===== src/sv/spas_pkg.sv =====
`timescale 1ns / 1ps
// ----------------------------------------------------------------------------
// Sparse pair argmin search: shared package
// Word layouts, field widths, operation and register codes, and the command
// and status bundles that pass between the controller and the datapath.
// ----------------------------------------------------------------------------
package spas_pkg;

    localparam int OP_W       = 2;
    localparam int SLOT_W     = 15;
    localparam int PTR_W      = 15;
    localparam int ROW_W      = 10;
    localparam int VAL_W      = 32;
    localparam int IDX_W      = 11;
    localparam int K_W        = IDX_W + 1;
    localparam int LAM_W      = 16;
    localparam int SUM_W      = VAL_W + 2;
    localparam int PROD_W     = LAM_W + SUM_W;
    localparam int SCORE_W    = PROD_W + 1;
    localparam int CFG_IDX_W  = 2;
    localparam int CFG_DATA_W = 16;

    localparam logic [OP_W-1:0] OP_LOAD_PTR   = 2'd0;
    localparam logic [OP_W-1:0] OP_LOAD_ENTRY = 2'd1;
    localparam logic [OP_W-1:0] OP_START      = 2'd2;

    localparam logic [CFG_IDX_W-1:0] CFG_LAMBDA = 2'd0;
    localparam logic [CFG_IDX_W-1:0] CFG_ROWS   = 2'd1;
    localparam logic [CFG_IDX_W-1:0] CFG_COLS   = 2'd2;

    localparam logic signed [LAM_W-1:0] LAMBDA_RESET = 16'sd256;
    localparam logic [IDX_W-1:0]        DIM_RESET    = 11'd1024;
    localparam logic [IDX_W-1:0]        IDX_ONE      = 11'd1;

    localparam logic signed [SCORE_W-1:0] SCORE_MAX = {1'b0, {(SCORE_W-1){1'b1}}};

    typedef struct packed {
        logic [OP_W-1:0]         op;
        logic [SLOT_W-1:0]       slot;
        logic [PTR_W-1:0]        pointer_value;
        logic [ROW_W-1:0]        entry_row;
        logic signed [VAL_W-1:0] entry_value;
        logic [IDX_W-1:0]        start_index;
    } t_in_word;

    typedef struct packed {
        logic [IDX_W-1:0] best_row;
        logic [IDX_W-1:0] best_col;
        logic             sign_negative;
        logic             status;
    } t_out_word;

    typedef enum logic [1:0] {
        LK_AA,
        LK_AK,
        LK_KA,
        LK_KK
    } t_lk_sel;

    typedef enum logic [1:0] {
        MUL_DIAG,
        MUL_PLUS,
        MUL_MINUS
    } t_mul_mode;

    typedef struct packed {
        logic      take;
        logic      init_ok;
        logic      init_bad;
        logic      init_pass2;
        logic      lk_go;
        t_lk_sel   lk_sel;
        logic      mul_go;
        t_mul_mode mul_mode;
        logic      offer;
        logic      offer_neg;
        logic      next_k;
        logic      load_out;
    } t_ctrl_cmd;

    typedef struct packed {
        logic s_bad;
        logic k_done;
        logic k_is_anchor;
        logic pass2;
        logic lk_done;
        logic out_free;
    } t_dp_status;

endpackage


===== src/sv/spas_ctrl.sv =====
`timescale 1ns / 1ps
// ----------------------------------------------------------------------------
// Sparse pair argmin search: controller
// Sequences the range check, the column pass, the row pass and the hand-over
// of the result to the output register.
// ----------------------------------------------------------------------------
module spas_ctrl import spas_pkg::*; (
    input  logic       i_clk,
    input  logic       i_rst_n,
    input  logic       i_in_valid,
    input  logic       i_is_start,
    input  t_dp_status i_status,
    output t_ctrl_cmd  o_cmd,
    output logic       o_idle
);

    typedef enum logic [17:0] {
        S_IDLE    = 18'h00001,
        S_CHECK   = 18'h00002,
        S_BASE_GO = 18'h00004,
        S_BASE_WT = 18'h00008,
        S_K_TEST  = 18'h00010,
        S_AK_GO   = 18'h00020,
        S_AK_WT   = 18'h00040,
        S_KA_GO   = 18'h00080,
        S_KA_WT   = 18'h00100,
        S_KK_GO   = 18'h00200,
        S_KK_WT   = 18'h00400,
        S_MUL_D   = 18'h00800,
        S_CMP_D   = 18'h01000,
        S_MUL_P   = 18'h02000,
        S_CMP_P   = 18'h04000,
        S_MUL_M   = 18'h08000,
        S_CMP_M   = 18'h10000,
        S_FINISH  = 18'h20000
    } t_state;

    t_state r_state, n_state;

    always_comb begin
        n_state = r_state;
        o_cmd   = '0;
        case (r_state)
            S_IDLE: begin
                if (i_in_valid) begin
                    o_cmd.take = 1'b1;
                    if (i_is_start) begin
                        n_state = S_CHECK;
                    end
                end
            end
            S_CHECK: begin
                if (i_status.s_bad) begin
                    o_cmd.init_bad = 1'b1;
                    n_state        = S_FINISH;
                end else begin
                    o_cmd.init_ok = 1'b1;
                    n_state       = S_BASE_GO;
                end
            end
            S_BASE_GO: begin
                o_cmd.lk_go  = 1'b1;
                o_cmd.lk_sel = LK_AA;
                n_state      = S_BASE_WT;
            end
            S_BASE_WT: begin
                if (i_status.lk_done) begin
                    n_state = S_K_TEST;
                end
            end
            S_K_TEST: begin
                if (i_status.k_done) begin
                    if (i_status.pass2) begin
                        n_state = S_FINISH;
                    end else begin
                        o_cmd.init_pass2 = 1'b1;
                        n_state          = S_BASE_GO;
                    end
                end else if (i_status.k_is_anchor) begin
                    n_state = S_MUL_D;
                end else begin
                    n_state = S_AK_GO;
                end
            end
            S_AK_GO: begin
                o_cmd.lk_go  = 1'b1;
                o_cmd.lk_sel = LK_AK;
                n_state      = S_AK_WT;
            end
            S_AK_WT: begin
                if (i_status.lk_done) begin
                    n_state = S_KA_GO;
                end
            end
            S_KA_GO: begin
                o_cmd.lk_go  = 1'b1;
                o_cmd.lk_sel = LK_KA;
                n_state      = S_KA_WT;
            end
            S_KA_WT: begin
                if (i_status.lk_done) begin
                    n_state = S_KK_GO;
                end
            end
            S_KK_GO: begin
                o_cmd.lk_go  = 1'b1;
                o_cmd.lk_sel = LK_KK;
                n_state      = S_KK_WT;
            end
            S_KK_WT: begin
                if (i_status.lk_done) begin
                    n_state = S_MUL_P;
                end
            end
            S_MUL_D: begin
                o_cmd.mul_go   = 1'b1;
                o_cmd.mul_mode = MUL_DIAG;
                n_state        = S_CMP_D;
            end
            S_CMP_D: begin
                o_cmd.offer  = 1'b1;
                o_cmd.next_k = 1'b1;
                n_state      = S_K_TEST;
            end
            S_MUL_P: begin
                o_cmd.mul_go   = 1'b1;
                o_cmd.mul_mode = MUL_PLUS;
                n_state        = S_CMP_P;
            end
            S_CMP_P: begin
                o_cmd.offer = 1'b1;
                n_state     = S_MUL_M;
            end
            S_MUL_M: begin
                o_cmd.mul_go   = 1'b1;
                o_cmd.mul_mode = MUL_MINUS;
                n_state        = S_CMP_M;
            end
            S_CMP_M: begin
                o_cmd.offer     = 1'b1;
                o_cmd.offer_neg = 1'b1;
                o_cmd.next_k    = 1'b1;
                n_state         = S_K_TEST;
            end
            S_FINISH: begin
                if (i_status.out_free) begin
                    o_cmd.load_out = 1'b1;
                    n_state        = S_IDLE;
                end
            end
            default: begin
                n_state = S_IDLE;
            end
        endcase
    end

    always_ff @(posedge i_clk) begin
        if (!i_rst_n) begin
            r_state <= S_IDLE;
        end else begin
            r_state <= n_state;
        end
    end

    assign o_idle = (r_state == S_IDLE);

endmodule


===== config.mk =====
export PLATFORM = sky130hd
export DESIGN_NAME = spas_ctrl
export DESIGN_NICKNAME = d
export VERILOG_FILES = /design/src/sv/spas_pkg.sv /design/src/sv/spas_ctrl.sv
export SDC_FILE = /design/constraint.sdc
export NUM_CORES = 1
export LEC_CHECK = 0
export ABC_AREA = 1
export BUFFER_PORTS_ARGS = -buffer_cell sky130_fd_sc_hd__buf_2
export CORE_MARGIN = 10
export CORE_UTILIZATION = 43
export CTS_CLUSTER_SIZE = 30
export DETAILED_ROUTE_END_ITERATION = 7
export PLACE_DENSITY_LB_ADDON = 0.1
export REMOVE_ABC_BUFFERS = 1
export SLEW_MARGIN = 20
export SYNTH_ARGS = -nofsm -noshare
export SYNTH_HDL_FRONTEND = slang
export SYNTH_SLANG_ARGS = --single-unit

===== constraint.sdc =====
create_clock -name i_clk -period 2.06 [get_ports i_clk]
set_clock_uncertainty 0.15 [all_clocks]
set_input_delay 0.412 -clock i_clk [delete_from_list [all_inputs] [get_ports i_clk]]
set_output_delay 0.412 -clock i_clk [all_outputs]
set_load 0.05 [all_outputs]

# Yosys cells after proc, flatten, opt, wreduce, memory -nomap -nowiden

Index checks and enable logic that the tools add are counted.

Equality and inequality tests: 25
Multiplexer cells: 27
Reduce and logical (&&, ||, !) cells: 3

Operator list:

| kind                                            | number |
|---|---|
| one-hot mux 18 bit (17 select lines)            | 1 |
| two-way mux 18 bit                              | 10 |
| == test 18 x 1 -> 1 bit, second input constant  | 1 |
| == test 18 x 10 -> 1 bit, second input constant | 1 |
| == test 18 x 11 -> 1 bit, second input constant | 1 |
| == test 18 x 12 -> 1 bit, second input constant | 1 |
| == test 18 x 13 -> 1 bit, second input constant | 1 |
| == test 18 x 14 -> 1 bit, second input constant | 1 |
| == test 18 x 15 -> 1 bit, second input constant | 1 |
| == test 18 x 16 -> 1 bit, second input constant | 1 |
| == test 18 x 17 -> 1 bit, second input constant | 1 |
| == test 18 bit, second input constant           | 1 |
| == test 18 x 2 -> 1 bit, second input constant  | 1 |
| == test 18 x 3 -> 1 bit, second input constant  | 1 |
| == test 18 x 4 -> 1 bit, second input constant  | 1 |
| == test 18 x 5 -> 1 bit, second input constant  | 1 |
| == test 18 x 6 -> 1 bit, second input constant  | 1 |
| == test 18 x 7 -> 1 bit, second input constant  | 1 |
| == test 18 x 8 -> 1 bit, second input constant  | 1 |
| == test 18 x 9 -> 1 bit, second input constant  | 1 |
| != test 2 bit, second input constant            | 7 |
| two-way mux 1 bit                               | 12 |
| two-way mux 12 bit                              | 1 |
| one-hot mux 3 bit (4 select lines)              | 1 |
| other kinds (5)                                 | 5 |

Register bits: 18
Logic and storage cells: 56

# Logic depth before layout (Yosys ltp)

Word-level depth: 3
Gate-level depth with buffers: 12
Gate-level depth less buffers: 12

# Worst setup path after synthesis

Ideal clock, no wire load.

Path type: reg-to-output
Start: register r_state[10]
End: output port o_cmd[13] in the netlist's numbering
Data arrival time: 1.990 ns
Data required time: 1.498 ns
Path slack: -0.492 ns
Cell stages (with the launch flop): 6
Buffers on the path: 0
Cells stage by stage: dfxtp_1 nor2_2 nand2_4 nor2_8 nand2_4 nor3b_1

RTL lines:

| item                   | line             | RTL |
|---|---|---|
| from (decl)            | spas_ctrl.sv:38  | `t_state r_state, n_state;` |
| from (signal assigned) | spas_ctrl.sv:161 | `r_state <= n_state;` |
| to (decl)              | spas_ctrl.sv:13  | `output t_ctrl_cmd o_cmd,` |

==> flow_summary.json <==
{
  "outcome": "finished, violations left",
  "failed_checks": "negative setup slack",
  "slew_violations": 0,
  "dieArea_um2": 5620,
  "maxCapViolations": 0,
  "powerDensity_nw_per_um2": 1270,
  "peakVddDrop_v": 0.000854,
  "drive_gt1_share_pct": 53.3,
  "cp.arrival_ns": 1.63,
  "period_minus_slack_ns": 2.19,
  "grt_max_degree": 10,
  "drcViolationCount": 0,
  "synth_top_area_share_pct": 27.7,
  "ys_warn_count": 0,
  "worst_slew_pin_slew_ns": 0.242,
  "overflow": 0,
  "antenna_left": 0,
  "hold_viol": 0,
  "antenna_found_initial": 0,
  "synthDistinctLibCells": 26,
  "cts_tree": "yes",
  "wl_per_cell_um": 14.2,
  "worstPathRequired_ns": 1.50,
  "hold_path.class": "in -> reg",
  "fillerInstances": 241,
  "antennaDiodeCount": 0,
  "syn-cell-area_um2": 1300,
  "power_leakage_nw": 1.07,
  "htreeDepth": 1,
  "start_util_pct": 45.9,
  "grt_pass1_vias": 1411,
  "seqCellArea_um2": 383,
  "clk_latency_ns": 0.30,
  "rsz0062_at_grt": "true",
  "largest_register": "r_state",
  "dp_hpwl_um": 2890,
  "fmaxAchievable_mhz": 456,
  "io_pins": 25,
  "numCtsBuffers": 3,
  "startpoint_type": "flip-flop",
  "synth_top_area_cell": "dfxtp_1",
  "place.gp.congestion": 0.850,
  "worst_slack_ns": -0.133,
  "synth.avg_cell_area_um2": 6.59,
  "finalCritPeriodShare_pct": 106,
  "power_mw": 2.51,
  "largest_reg_flops": 18,
  "synth-seq-cells": 18,
  "drt_iter0_markers": 91,
  "synthCells": 197,
  "vias": 1436,
  "fin_nets": 267,
  "whs_ns": 0.124,
  "clockBufferDepth": 2,
  "cts_hold_buf": 0,
  "setup_violations": 15,
  "clk_pin_slew_ns": 0.11,
  "yosysSeqAreaShare_pct": 27.7,
  "reg2reg_slack_ns": 0.08,
  "synth_area_leaders": "dfxtp_1 (28%), nor2_1 (12%), nand2_1 (9.0%)",
  "num_rows": 19,
  "io_buffers": 24,
  "viasPerCell": 5.02,
  "multi_input_area_um2": 910,
  "preCtsSetupSlack_ns": 0.0280,
  "grt.total_usage_pct": 14.7,
  "die_y_um": 75.0,
  "final_util_pct": 69.7,
  "die_x_um": 75.0,
  "top_regs": "r_state x18",
  "finalInstanceArea_um2": 1970,
  "cp_max_fo": 5,
  "drt_first_pass_iters": 4,
  "setup.worst_path.end_class": "output port",
  "coreArea_um2": 2830,
  "routed_wl_um": 4070,
  "root_buffer": "clkbuf_4",
  "max_slew_margin_pct": 83.8,
  "clock-sinks": 18,
  "area_growth_syn_to_layout_pct": 51.9,
  "grt_pass1_wl_um": 6480,
  "critical_path_class": "reg -> out",
  "place_area_um2": 1550
}
-- path summary, 6_finish.rpt --
kind	from	to	cells after the start
worst max-delay path	r_state[6]$_SDFFE_PN0P_	o_cmd[9]	8
worst min-delay path	i_status[3]	r_state[5]$_SDFFE_PN0P_	2
worst max register to register	r_state[8]$_SDFFE_PN0P_	r_state[7]$_SDFFE_PN0P_	14
worst min register to register	r_state[8]$_SDFFE_PN0P_	r_state[8]$_SDFFE_PN0P_	2
-- placed cells by master (no fill, tap or decap), drive strengths merged --
cell	count
nand4	4
dfxtp	18
nor2	51
inv	38
clkbuf	3
buf	55
o21ai	2
o22ai	1
or2	1
nor3	4
nand3b	5
nor3b	2
nand2	39
a21oi	6
nand3	26
-- worst max-delay path, stage by stage (launching register included) --
cell and delay (ns):
dfxtp_4 0.37, nor2_4 0.13, nand2_4 0.09, nor2_4 0.20, nand3b_1 0.17, nand2_2 0.14, nor2_4 0.05, inv_2 0.05
buf_8 0.13
-- report_power, final --
part | switching, mW | internal, mW | total (mW)
logic | 1.10 | 0.747 | 1.84
registers | 0.0706 | 0.417 | 0.488
clock network | 0.114 | 0.0681 | 0.182
-- metrics by stage --
stage	TNS, ns	instances
global route	-2.31	286
finish	-1.16	286
detailed placement	0	264
CTS	-0.709	279
global placement	0	264
floorplan	-1.35	196
-- Yosys cell counts (all sizes together) --
library cell   n
nand4          4
nor3           4
inv           38
nand3         26
or2            1
o22ai          1
nor2          50
nand2         39
nand3b         5
a21oi          6
dfxtp         18
buf            1
nor3b          2
o21ai          2
-- layout make-up --
cell class | count | share of cell area [%]
inverters | 38 | 7.74
well taps | 31 | 1.97
clock buffers | 3 | 1.14
multi-input cells | 141 | 46.1
repair buffers | 55 | 23.7
flip-flops and latches | 18 | 19.4
-- kinds of logic (layout without fill, tap and decap cells) --
| family | after synthesis | after routing | share of synthesized area (%) |
|---|---|---|---|
| compound gates | 9 | 9 | 4.72 |
| buf+inv | 39 | 96 | 11.9 |
| simple gates | 131 | 132 | 55.6 |
| flops | 18 | 18 | 27.7 |
-- layer usage --
layer	GRT usage (%)	routed length (µm)
met4	5.67	38
met5	0	0
met2	25.2	2160
met1	17.8	1670
met3	2.63	195
-- what timing repair did --
item | CTS | global route
gates cloned | 1 | 0
setup endpoints to repair | 15 | 25
pin swaps | 19 | 14
setup buffers | 11 | 7
gates resized for setup | 63 | 20
No activity file was read; power rests on OpenSTA's default activity.
